### src/rtl/core/daa_ram.sv
`timescale 1ns / 1ps
`default_nettype none
// ----------------------------------------------------------------------------
// daa_ram
// Generic single-write, single-read RAM with a registered read port.
// ----------------------------------------------------------------------------
module daa_ram #(
  parameter int WIDTH = 8,
  parameter int DEPTH = 16,
  localparam int AW = (DEPTH > 1) ? $clog2(DEPTH) : 1
) (
  input  wire logic             clk,
  input  wire logic             we,
  input  wire logic [AW-1:0]    waddr,
  input  wire logic [WIDTH-1:0] wdata,
  input  wire logic [AW-1:0]    raddr,
  output logic      [WIDTH-1:0] rdata
);

  logic [WIDTH-1:0] mem [DEPTH];

  always_ff @(posedge clk) begin
    if (we) begin
      mem[waddr] <= wdata;
    end
    rdata <= mem[raddr];
  end

endmodule
`default_nettype wire

### config.mk
export PLATFORM = sky130hd
export DESIGN_NAME = daa_ram
export DESIGN_NICKNAME = d
export VERILOG_FILES = /design/src/rtl/core/daa_ram.sv
export SDC_FILE = /design/constraint.sdc
export NUM_CORES = 1
export LEC_CHECK = 0
export ABC_AREA = 1
export BUFFER_PORTS_ARGS = -buffer_cell sky130_fd_sc_hd__buf_4
export CORE_MARGIN = 2
export CORE_UTILIZATION = 25
export CTS_CLUSTER_DIAMETER = 40
export DETAILED_ROUTE_END_ITERATION = 12
export GPL_ROUTABILITY_DRIVEN = 1
export PLACE_DENSITY = 0.4
export SLEW_MARGIN = 20
export SYNTH_ARGS = -nofsm -noshare
export SYNTH_HDL_FRONTEND = slang
export SYNTH_SLANG_ARGS = --single-unit
### constraint.sdc
create_clock -name clk -period 3.1 [get_ports clk]
set_clock_uncertainty 0.15 [all_clocks]
set_input_delay 0.465 -clock clk [delete_from_list [all_inputs] [get_ports clk]]
set_output_delay 0.465 -clock clk [all_outputs]
set_load 0.05 [all_outputs]
# After elaboration in Yosys (flattened, before gate mapping)
# Memory sizes are Yosys's and may differ from the RTL's. A register that Yosys moved wholly into a read port is not among the register bits.
# Cells that the tools add are included.
# word_totals
ff_bits,0
mem_bits_rw,128
inputBits,18
output_inout_bits,8
word_cells,3
memories,1
# mem_list
name,words,word_bits,rd,rd_ports_with_merged_regs,write_ports,line,source
mem,16,8,1,1,1,20,logic [WIDTH-1:0] mem [DEPTH];
# classes
n_mux,2
# op_table
operator,n
$mux W1,2

# Logic depth before layout (Yosys ltp)
# Gate-level depths: netlist (run 1).
# depth
depth_word,2
depth_mapped,8
depth_no_buf,7

# Worst setup path after synthesis (run 1)
# Ideal clock, no wire load.
# synth_timing
kind,input-to-reg
from,input waddr[2]
to,memory mem[10][0] (enable)
arrival_ns,1.046
t_required_ns,2.580
slack_ns,1.534
stages,2
path_buffers,0
path_cell_list,nand3b_1 nor2_1
# synth_rtl
item,line,source
start: declaration,14,"input wire logic [AW-1:0] waddr,"
end: declaration,20,
# Straight into the memory's write port.

==> results of run 1 <==
worst reg2reg max path: stages, from the launching register on:
cell and delay (ps):
edfxtp_1 360, inv_1 60, nand2_1 40, nand3_1 110
nand3_1 150, nand3_1 180, nand2_1 80
cells by family after synthesis:
| logic type | Yosys count | share of synthesized area, % |
|---|---|---|
| buffers and inverters | 126 | 9.525 |
| flip-flops | 136 | 69.43 |
| AND/OR/NAND/NOR | 289 | 21.05 |
final cells by class:
| cell class | instances | area [um^2] |
|---|---|---|
| Multi-Input combinational cell | 289 | 1214 |
| Timing Repair Buffer | 31 | 232.7 |
| Fill cell | 2310 | 15840 |
| Inverter | 102 | 382.9 |
| Sequential cell | 136 | 4004 |
| Tap cell | 285 | 356.6 |
| Clock buffer | 23 | 488.0 |
| Clock inverter | 9 | 121.4 |
sequential cells by signal (all words and copies together) (netlist names):
register and cells:
mem 128, rdata 8
how the worst min path moves through the flow:
stage | startpoint | endpoint | depth (start not counted) | slack, ps
detailed placement | mem[12][2] | rdata[2] | 6 | 520
global placement | mem[12][2] | rdata[2] | 6 | 520
CTS | raddr[3] | rdata[2] | 3 | 230
floorplan | wdata[0] | mem[0][0] | 0 | 410
finish | raddr[3] | rdata[2] | 3 | 230
global route | raddr[3] | rdata[2] | 3 | 250
where the power goes:
part | internal [mW] | switching [mW] | total, mW
logic | 0.0805 | 0.225 | 0.305
registers | 2.06 | 0.0152 | 2.07
clock network | 1.34 | 0.720 | 2.06
total | 3.48 | 0.959 | 4.44
layer usage:
layer | global-route usage [%] | routed length [um] | up-vias
li1 | - | - | 1820
met1 | 16.52 | 6601 | 1804
met2 | 20.69 | 7062 | 75
met3 | 2.917 | 622 | 25
met4 | 5.767 | 455 | 0
met5 | 0 | 0 | -
stage by stage:
stage,std cells,setup WS [ps]
after floorplan,551,1534
after global placement,843,955.0
after detailed placement,843,941.2
after CTS,875,1387
after global routing,875,1294
final,875,1381
cell usage after synthesis (all sizes together):
cell type and instances:
nand2 173, edfxtp 128, inv 102, nand3 97
buf 24, nor2 17, dfxtp 8, nand3b 2
placed cells by master (no fill, tap or decap), drive strengths merged:
cell,count
buf,31
bufinv,3
clkbuf,23
clkinv,5
clkinvlp,1
dfxtp,8
edfxtp,128
inv,102
nand2,173
nand3,97
nand3b,2
nor2,17
==> impl_metrics.xml, run 1 <==
<?xml version="1.0" encoding="UTF-8"?>
<metrics>
  <group name="clocking">
    <metric name="clock-sinks" unit="">136</metric>
    <metric name="clk-insertion-delay-late" unit="ps">420</metric>
    <metric name="hold_bufs_at_cts" unit="">0</metric>
    <metric name="clock_path_buffers" unit="">2</metric>
    <metric name="post_cts.repair.setup_buffers" unit="">0</metric>
    <metric name="cts_inserted_buffers" unit="">17</metric>
    <metric name="cts_htree_levels" unit="">4</metric>
    <metric name="cts-root-buf" unit="">clkbuf_16</metric>
    <metric name="cts-resized-gates" unit="">0</metric>
    <metric name="clk_transition_reported_paths" unit="ps">60</metric>
    <metric name="cts_tree" unit="">yes</metric>
  </group>
  <group name="critical_path">
    <metric name="worstPathArrival" unit="ps">1880</metric>
    <metric name="startpoint_type" unit="">primary input</metric>
    <metric name="critPathRequiredTime" unit="ps">3260</metric>
    <metric name="critPathSlowestCell" unit="">inv_2</metric>
    <metric name="cp_common_cell" unit="">nand3_1</metric>
    <metric name="r2r_end" unit="">rdata[3]</metric>
    <metric name="wp_buf_inv" unit="">2</metric>
    <metric name="r2r_slack" unit="ps">1860</metric>
    <metric name="worst_setup_path_startpoint" unit="">raddr[1]</metric>
    <metric name="kind_of_end_point_of_the_critical_path" unit="">register</metric>
    <metric name="crit_fanout" unit="">33</metric>
    <metric name="critical_path.cell_chain" unit="">buf_4 -&gt; inv_2 -&gt; nand3_1 -&gt; nand3_1 -&gt; nand3_1 -&gt; nand2_1</metric>
    <metric name="critical-path-top-delay-family" unit="">buffers and inverters</metric>
    <metric name="timing.critical_path.to" unit="">rdata[3]</metric>
    <metric name="cp_slowest_stage_delay" unit="ps">400</metric>
    <metric name="crit_cells" unit="">6</metric>
    <metric name="worst-r2r-cell-count" unit="">6</metric>
    <metric name="worst-setup-path-type" unit="">in2reg</metric>
    <metric name="rr_startpoint" unit="">mem[1][3]</metric>
  </group>
  <group name="sta">
    <metric name="grt_setup_unrepaired" unit="">no</metric>
    <metric name="hold_slack" unit="ps">234.1</metric>
    <metric name="report.final.slew_viol_count" unit="">0</metric>
    <metric name="share_of_the_cycle_needed_by_the_critical_path_after_routing" unit="%">55.46</metric>
    <metric name="max_slew_margin" unit="%">34.39</metric>
    <metric name="setup_tns" unit="ps">0</metric>
    <metric name="setup_viol_count_final" unit="">0</metric>
    <metric name="timing.fmax" unit="MHz">581.7</metric>
    <metric name="tmin_final" unit="ps">1719</metric>
    <metric name="final_hold_viol_count" unit="">0</metric>
    <metric name="max_slew.worst_pin.slew" unit="ps">980.6</metric>
  </group>
  <group name="floorplanning">
    <metric name="floorplan.core_area" unit="mm^2">0.02264</metric>
    <metric name="die_area" unit="mm^2">0.02430</metric>
    <metric name="num_rows" unit="">55</metric>
    <metric name="start_util" unit="%">25.47</metric>
    <metric name="floorplan.die.width" unit="um">155.9</metric>
    <metric name="io_count" unit="">26</metric>
    <metric name="dieHeight" unit="um">155.9</metric>
  </group>
  <group name="drt">
    <metric name="drc" unit="">0</metric>
    <metric name="vias" unit="">3724</metric>
    <metric name="count_of_nets_left_with_antenna_violations_after_detail_routing" unit="">0</metric>
    <metric name="drt-initial-drc-count" unit="">345</metric>
    <metric name="drt-total-wl" unit="um">14740</metric>
    <metric name="detailedRoute.firstPassIterationCount" unit="">4</metric>
    <metric name="wl_cell" unit="um">16.85</metric>
    <metric name="avgViaCountPerCell" unit="">4.256</metric>
  </group>
  <group name="final_layout">
    <metric name="final_area" unit="mm^2">0.006799</metric>
    <metric name="finalCoreUtilization" unit="%">30.03</metric>
    <metric name="nets" unit="">595</metric>
    <metric name="insertedDiodeCount" unit="">0</metric>
    <metric name="drive_gt1_share" unit="%">10.51</metric>
    <metric name="area_delta_synth_final" unit="%">17.90</metric>
  </group>
  <group name="synth">
    <metric name="synth_area_per_cell" unit="um^2">10.47</metric>
    <metric name="yosysTopAreaCell" unit="">edfxtp_1</metric>
    <metric name="ys_seq_elements" unit="">136</metric>
    <metric name="synth_top_cell_area_share" unit="%">66.65</metric>
    <metric name="syn_area" unit="mm^2">0.005767</metric>
    <metric name="synth.yosys.seq_area_share" unit="%">69.43</metric>
    <metric name="mappedNetlistNets" unit="">569</metric>
    <metric name="netlist_instances" unit="">551</metric>
    <metric name="number_of_distinct_library_cells_after_synthesis" unit="">12</metric>
    <metric name="number_of_warnings_issued_by_yosys" unit="">0</metric>
    <metric name="synth_area_leaders" unit="">edfxtp_1 67%, nand2_1 11%, nand3_1 8.4%, inv_1 6.5%, dfxtp_1 2.8%</metric>
  </group>
  <group name="power">
    <metric name="power-per-cell-area" unit="mW/mm^2">652.7</metric>
    <metric name="power.static_leakage" unit="nW">2.866</metric>
    <metric name="largest_vdd_supply_drop" unit="uV">371.8</metric>
    <metric name="post-layout-total-power" unit="mW">4.438</metric>
  </group>
  <group name="run_status">
    <metric name="status" unit="">completed</metric>
  </group>
  <group name="placed_design">
    <metric name="routabilityCongestion" unit="">0.7591</metric>
    <metric name="hpwlAfterDp" unit="um">9002</metric>
    <metric name="detailed_place.area" unit="mm^2">0.006190</metric>
    <metric name="io_buffer_count" unit="">25</metric>
  </group>
  <group name="global_route">
    <metric name="first_global_vias" unit="">3744</metric>
    <metric name="grt_first_pass_wirelength" unit="um">22500</metric>
    <metric name="gr-total-overflow" unit="">0</metric>
    <metric name="track_usage" unit="%">12.83</metric>
    <metric name="grt_max_degree" unit="">39</metric>
    <metric name="antenna_violations_before_repair" unit="">0</metric>
  </group>
  <group name="min_path">
    <metric name="worstHoldPathType" unit="">in2reg</metric>
  </group>
  <group name="flow_run">
    <metric name="max-cap-violations" unit="">0</metric>
  </group>
</metrics>
Note: power is estimated with default switching activity, not from simulation.
==> inputs of run 2 (changes only) <==
==> constraint.sdc (replaced) <==
create_clock -name clk -period 1.6 [get_ports clk]
set_clock_uncertainty 0.15 [all_clocks]
set_input_delay 0.24 -clock clk [delete_from_list [all_inputs] [get_ports clk]]
set_output_delay 0.24 -clock clk [all_outputs]
set_load 0.05 [all_outputs]
==> run 2 against run 1 <==
Setup slack worse by 1100 ps. Final area rose by 2.4%. Routed wire length fell by 1.1%. Combinational power increased by 100%. Largest power group unchanged.
==> impl_metrics.xml, run 2 (synthesis gave the netlist of run 1 again) <==
<?xml version="1.0" encoding="UTF-8"?>
<metrics>
  <group name="run_status">
    <metric name="status" unit="">completed</metric>
  </group>
  <group name="critical_path">
    <metric name="critPathSlowestCell" unit="">dfxtp_1</metric>
    <metric name="rr_startpoint" unit="">mem[0][7]</metric>
    <metric name="worstPathArrival" unit="ps">970</metric>
    <metric name="crit_cells" unit="">1</metric>
    <metric name="worst_setup_path_startpoint" unit="">rdata[2]</metric>
    <metric name="r2r_end" unit="">rdata[7]</metric>
    <metric name="critical-path-top-delay-family" unit="">flip-flops</metric>
    <metric name="worst-r2r-cell-count" unit="">6</metric>
    <metric name="timing.critical_path.to" unit="">rdata[2]</metric>
    <metric name="critical_path.cell_chain" unit="">buf_4</metric>
    <metric name="crit_fanout" unit="">1</metric>
    <metric name="kind_of_end_point_of_the_critical_path" unit="">output port</metric>
    <metric name="startpoint_type" unit="">register</metric>
    <metric name="worst-setup-path-type" unit="">reg2out</metric>
    <metric name="wp_buf_inv" unit="">1</metric>
    <metric name="cp_slowest_stage_delay" unit="ps">340</metric>
    <metric name="critPathRequiredTime" unit="ps">1210</metric>
    <metric name="r2r_slack" unit="ps">410</metric>
  </group>
  <group name="final_layout">
    <metric name="fillerInstances" unit="">2318</metric>
    <metric name="largest_registers" unit="">mem x128, rdata x8</metric>
    <metric name="multi_input_comb_area" unit="mm^2">0.001214</metric>
    <metric name="final_area" unit="mm^2">0.006959</metric>
    <metric name="final_common_cell" unit="">nand2_1</metric>
    <metric name="finalCoreUtilization" unit="%">30.74</metric>
    <metric name="combined_flip_flop_and_latch_cell_area" unit="mm^2">0.004004</metric>
    <metric name="drive_gt1_share" unit="%">13.05</metric>
    <metric name="largest_register_ffs" unit="">128</metric>
    <metric name="final_cell_mix" unit="">173 x nand2_1, 128 x edfxtp_1, 100 x inv_1</metric>
    <metric name="insertedDiodeCount" unit="">0</metric>
    <metric name="largest_register" unit="">mem</metric>
    <metric name="area_delta_synth_final" unit="%">20.68</metric>
    <metric name="nets" unit="">618</metric>
  </group>
  <group name="floorplanning">
    <metric name="start_util" unit="%">25.47</metric>
    <metric name="num_rows" unit="">55</metric>
    <metric name="floorplan.core_area" unit="mm^2">0.02264</metric>
    <metric name="die_area" unit="mm^2">0.02430</metric>
    <metric name="io_count" unit="">26</metric>
    <metric name="floorplan.die.width" unit="um">155.9</metric>
    <metric name="dieHeight" unit="um">155.9</metric>
  </group>
  <group name="drt">
    <metric name="vias" unit="">3776</metric>
    <metric name="drt-initial-drc-count" unit="">246</metric>
    <metric name="drc" unit="">0</metric>
    <metric name="avgViaCountPerCell" unit="">4.205</metric>
    <metric name="detailedRoute.firstPassIterationCount" unit="">4</metric>
    <metric name="count_of_nets_left_with_antenna_violations_after_detail_routing" unit="">0</metric>
    <metric name="drt-total-wl" unit="um">14580</metric>
    <metric name="wl_cell" unit="um">16.23</metric>
  </group>
  <group name="clocking">
    <metric name="cts-resized-gates" unit="">0</metric>
    <metric name="cts_tree" unit="">yes</metric>
    <metric name="cts-root-buf" unit="">clkbuf_16</metric>
    <metric name="clk_transition_reported_paths" unit="ps">60</metric>
    <metric name="clock_path_buffers" unit="">2</metric>
    <metric name="cts_htree_levels" unit="">4</metric>
    <metric name="clock-sinks" unit="">136</metric>
    <metric name="cts_inserted_buffers" unit="">17</metric>
    <metric name="clk-insertion-delay-late" unit="ps">420</metric>
  </group>
  <group name="sta">
    <metric name="grt_setup_unrepaired" unit="">no</metric>
    <metric name="timing.fmax" unit="MHz">735.9</metric>
    <metric name="max_slew.worst_pin.slew" unit="ps">323.2</metric>
    <metric name="report.final.slew_viol_count" unit="">0</metric>
    <metric name="postLayoutSetupSlackWorst" unit="ps">241.1</metric>
    <metric name="tmin_final" unit="ps">1359</metric>
    <metric name="setup_viol_count_final" unit="">0</metric>
    <metric name="setup_tns" unit="ps">0</metric>
    <metric name="final_hold_viol_count" unit="">0</metric>
    <metric name="max_slew_margin" unit="%">78.43</metric>
    <metric name="share_of_the_cycle_needed_by_the_critical_path_after_routing" unit="%">84.93</metric>
  </group>
  <group name="power">
    <metric name="post-layout-total-power" unit="mW">8.292</metric>
    <metric name="power-per-cell-area" unit="mW/mm^2">1192</metric>
    <metric name="power.static_leakage" unit="nW">2.970</metric>
    <metric name="largest_vdd_supply_drop" unit="uV">665.5</metric>
  </group>
  <group name="placed_design">
    <metric name="routabilityCongestion" unit="">0.7387</metric>
    <metric name="hpwlAfterDp" unit="um">9457</metric>
    <metric name="detailed_place.area" unit="mm^2">0.006405</metric>
    <metric name="io_buffer_count" unit="">25</metric>
    <metric name="placement.setup.worst_slack" unit="ps">47.00</metric>
  </group>
  <group name="global_route">
    <metric name="antenna_violations_before_repair" unit="">0</metric>
    <metric name="first_global_vias" unit="">3971</metric>
    <metric name="globalRoute.busiestLayer" unit="">met2</metric>
    <metric name="grt.met1_usage" unit="%">16.26</metric>
    <metric name="gr-total-overflow" unit="">0</metric>
    <metric name="grt.met2_usage" unit="%">22.48</metric>
    <metric name="global_routing_met3_resource_utilization" unit="%">2.750</metric>
    <metric name="track_usage" unit="%">12.99</metric>
    <metric name="grt_first_pass_wirelength" unit="um">22980</metric>
    <metric name="grt_max_degree" unit="">56</metric>
  </group>
  <group name="flow_run">
    <metric name="max-cap-violations" unit="">0</metric>
  </group>
  <group name="min_path">
    <metric name="worstHoldPathType" unit="">in2reg</metric>
  </group>
</metrics>
[run 2: changes by cell type in the layout (fill, tap and decap cells not counted)]
cell,delta
buf_12,+4
clkinv_2,+1
bufinv_16,-1
clkbuf_8,-4
dlygate4sd3_1,+1
buf_4,+18
clkinv_1,+4
[run 2: power by group]
part | leakage [nW] | switching [mW] | internal [mW] | total, mW
registers | 1.22 | 0.0242 | 3.98 | 4.01
clock network | 0.268 | 1.41 | 2.25 | 3.66
logic | 1.48 | 0.433 | 0.191 | 0.625
[run 2: per-stage QoR]
step           hold slack, ps  instances
5_1_grt                 38.26        898
2_1_floorplan           188.9        551
3_3_place_gp            431.5        865
4_1_cts                 39.46        898
6_report                25.00        898
3_5_place_dp            423.9        865
[run 2: cell type report]
cell class | count | share of cell area [%]
repair buffers | 54 | 6.580
multi-input cells | 289 | 17.44
flip-flops and latches | 136 | 57.53
inverters | 102 | 5.502
clock buffers | 19 | 6.221
clock inverters | 13 | 1.600
well taps | 285 | 5.124
[run 2: how the worst min path moves through the flow]
| stage | start | end | slack, ps | cells past startpoint |
|---|---|---|---|---|
| 3_3_place_gp | raddr[3] | rdata[1] | 430 | 3 |
| 6_report | wdata[5] | mem[0][5] | 30 | 1 |
| 3_5_place_dp | raddr[3] | rdata[3] | 420 | 3 |
| 4_1_cts | wdata[5] | mem[0][5] | 40 | 1 |
| 2_1_floorplan | wdata[0] | mem[0][0] | 190 | 0 |
| 5_1_grt | wdata[6] | mem[1][6] | 40 | 1 |
[run 2: metal layers]
metal	vias up	routed length, um
met2	45	7510
met3	11	348
met5	-	0
li1	1871	-
met1	1849	6546
met4	0	171
[run 2: what timing repair did]
item / 4_1_cts / 5_1_grt
endpoints found under the setup margin: 0 / 0
hold buffers: 1 / 0
buffers inserted: 0 / 0
hold endpoints to repair: 4 / 0
==> inputs of run 3 (changes only) <==
--- a/config.mk
+++ b/config.mk
@@ -12,7 +12,7 @@
 export CTS_CLUSTER_DIAMETER = 40
 export DETAILED_ROUTE_END_ITERATION = 12
 export GPL_ROUTABILITY_DRIVEN = 1
-export PLACE_DENSITY = 0.4
+export PLACE_DENSITY = 0.42
 export SLEW_MARGIN = 20
 export SYNTH_ARGS = -nofsm -noshare
 export SYNTH_HDL_FRONTEND = slang
==> constraint.sdc (replaced) <==
create_clock -name clk -period 1.2 [get_ports clk]
set_clock_uncertainty 0.15 [all_clocks]
set_input_delay 0.18 -clock clk [delete_from_list [all_inputs] [get_ports clk]]
set_output_delay 0.18 -clock clk [all_outputs]
set_load 0.05 [all_outputs]
==> run 3 against run 2 <==
The flow now finishes with violations (setup timing). Setup slack lost 290 ps. Sequential share of layout area is 2.9 points lower. Total power increased by 40%. Cell count grew 1.1%. First-iteration DRC count rose by 4.1%. Worst hold slack worse by 2.2 ps. Die area is the same. Flip-flop and latch count stayed put. Non-clock buffer count increased by 10.
==> impl_metrics.xml, run 3 (synthesis gave the netlist of run 1 again) <==
<?xml version="1.0" encoding="UTF-8"?>
<metrics>
  <group name="clocking">
    <metric name="cts_htree_levels" unit="">4</metric>
    <metric name="clock_path_buffers" unit="">2</metric>
    <metric name="cts_inserted_buffers" unit="">17</metric>
    <metric name="cts_tree" unit="">yes</metric>
    <metric name="clk-insertion-delay-late" unit="ps">410</metric>
    <metric name="cts-root-buf" unit="">clkbuf_16</metric>
    <metric name="clock-sinks" unit="">136</metric>
    <metric name="clk_transition_reported_paths" unit="ps">60</metric>
  </group>
  <group name="run_status">
    <metric name="status" unit="">complete, but fails checks</metric>
    <metric name="violations" unit="">setup timing</metric>
  </group>
  <group name="power">
    <metric name="largest_vdd_supply_drop" unit="uV">880.4</metric>
    <metric name="post-layout-total-power" unit="mW">11.62</metric>
    <metric name="power.static_leakage" unit="nW">3.121</metric>
    <metric name="power-per-cell-area" unit="mW/mm^2">1581</metric>
  </group>
  <group name="final_layout">
    <metric name="area_delta_synth_final" unit="%">27.45</metric>
    <metric name="final_common_cell" unit="">nand2_1</metric>
    <metric name="final_cell_count_no_fill" unit="">908</metric>
    <metric name="largest_register" unit="">mem</metric>
    <metric name="multi_input_comb_area" unit="mm^2">0.001336</metric>
    <metric name="final_area" unit="mm^2">0.007350</metric>
    <metric name="nets" unit="">628</metric>
    <metric name="insertedDiodeCount" unit="">0</metric>
    <metric name="fillerInstances" unit="">2273</metric>
    <metric name="largest_registers" unit="">mem x128, rdata x8</metric>
    <metric name="largest_register_ffs" unit="">128</metric>
    <metric name="combined_flip_flop_and_latch_cell_area" unit="mm^2">0.004016</metric>
    <metric name="drive_gt1_share" unit="%">20.55</metric>
    <metric name="final_cell_mix" unit="">172 x nand2_1, 128 x edfxtp_1, 98 x inv_1</metric>
  </group>
  <group name="critical_path">
    <metric name="critical_path.cell_chain" unit="">buf_8</metric>
    <metric name="worstPathArrival" unit="ps">910</metric>
    <metric name="critPathSlowestCell" unit="">dfxtp_4</metric>
    <metric name="critPathRequiredTime" unit="ps">870</metric>
    <metric name="crit_fanout" unit="">1</metric>
    <metric name="wp_buf_inv" unit="">1</metric>
    <metric name="startpoint_type" unit="">register</metric>
    <metric name="cp_slowest_stage_delay" unit="ps">360</metric>
    <metric name="critical-path-top-delay-family" unit="">flip-flops</metric>
    <metric name="kind_of_end_point_of_the_critical_path" unit="">output port</metric>
    <metric name="worst-setup-path-type" unit="">reg2out</metric>
  </group>
  <group name="sta">
    <metric name="grt_setup_unrepaired" unit="">yes</metric>
    <metric name="final_hold_viol_count" unit="">0</metric>
    <metric name="report.final.slew_viol_count" unit="">0</metric>
    <metric name="share_of_the_cycle_needed_by_the_critical_path_after_routing" unit="%">103.7</metric>
    <metric name="hold_slack" unit="ps">22.81</metric>
    <metric name="tmin_final" unit="ps">1244</metric>
    <metric name="max_slew.worst_pin.slew" unit="ps">276.7</metric>
    <metric name="postLayoutSetupSlackWorst" unit="ps">-44.29</metric>
    <metric name="max_slew_margin" unit="%">81.55</metric>
    <metric name="setup_viol_count_final" unit="">8</metric>
    <metric name="timing.fmax" unit="MHz">803.7</metric>
  </group>
  <group name="drt">
    <metric name="vias" unit="">3785</metric>
    <metric name="detailedRoute.firstPassIterationCount" unit="">4</metric>
    <metric name="drt-total-wl" unit="um">14870</metric>
    <metric name="drt-initial-drc-count" unit="">256</metric>
    <metric name="wl_cell" unit="um">16.37</metric>
    <metric name="avgViaCountPerCell" unit="">4.169</metric>
    <metric name="count_of_nets_left_with_antenna_violations_after_detail_routing" unit="">0</metric>
    <metric name="drc" unit="">0</metric>
  </group>
  <group name="global_route">
    <metric name="antenna_violations_before_repair" unit="">0</metric>
    <metric name="track_usage" unit="%">13.03</metric>
    <metric name="first_global_vias" unit="">3968</metric>
    <metric name="grt_max_degree" unit="">41</metric>
    <metric name="gr-total-overflow" unit="">0</metric>
    <metric name="grt_first_pass_wirelength" unit="um">22820</metric>
  </group>
  <group name="floorplanning">
    <metric name="num_rows" unit="">55</metric>
    <metric name="floorplan.die.width" unit="um">155.9</metric>
    <metric name="floorplan.core_area" unit="mm^2">0.02264</metric>
    <metric name="dieHeight" unit="um">155.9</metric>
    <metric name="die_area" unit="mm^2">0.02430</metric>
    <metric name="io_count" unit="">26</metric>
    <metric name="start_util" unit="%">25.47</metric>
  </group>
  <group name="placed_design">
    <metric name="routabilityCongestion" unit="">0.7837</metric>
    <metric name="detailed_place.area" unit="mm^2">0.006482</metric>
    <metric name="dp_cells" unit="">870</metric>
    <metric name="hpwlAfterDp" unit="um">9972</metric>
    <metric name="io_buffer_count" unit="">25</metric>
  </group>
  <group name="min_path">
    <metric name="worstHoldPathType" unit="">in2reg</metric>
  </group>
  <group name="flow_run">
    <metric name="max-cap-violations" unit="">0</metric>
  </group>
</metrics>
[run 3: final timing paths]
kind,startpoint,to,slack (ps),cells after the start
worst min register to register,mem[10][6],rdata[6],520,6
worst max-delay path,rdata[4],rdata[4],-40,1
worst max register to register,mem[1][0],rdata[0],40,6
worst min-delay path,raddr[2],rdata[3],20,4
[run 3: tightest hold or removal path, stage by stage]
cell	delay, ps
buf_4	150
nand3_2	90
nand3_1	70
nand2_1	60
[run 3: metal layers]
layer	track usage, %	wire [um]
met1	16.57	6895
met2	21.47	7134
met3	3.389	563
met4	4.718	274
met5	0	0
[run 3: cell type report]
cell class / instances / area share (%)
tap: 285 / 4.852
multi-input combinational: 289 / 18.18
clock buffer: 25 / 7.474
clock inverter: 7 / 1.004
inverter: 102 / 5.260
timing repair buffer: 64 / 8.580
sequential: 136 / 54.65
[run 3: power by group]
group	switching [mW]	total, mW	leakage [nW]	internal (mW)
registers	0.0475	5.37	1.22	5.32
clock network	1.89	5.30	0.310	3.40
logic	0.624	0.955	1.59	0.331
[run 3: what timing repair did]
action,4_1_cts,5_1_grt
gates resized for setup,27,22
endpoints found under the setup margin,11,14
pin swaps,0,1
hold buffers,6,0
setup buffers,0,0
cloned,0,0
endpoints found under the hold margin,70,0
[run 3: stage by stage]
stage | TNS (ps) | setup WS, ps | util, %
detailed placement | -20480 | -237.3 | 28.63
floorplan | -6436 | -80.83 | -
CTS | -458.8 | -81.83 | 32.02
finish | -188.0 | -44.29 | 32.46
global placement | -20760 | -234.7 | 28.63
global route | -612.5 | -89.49 | 32.46
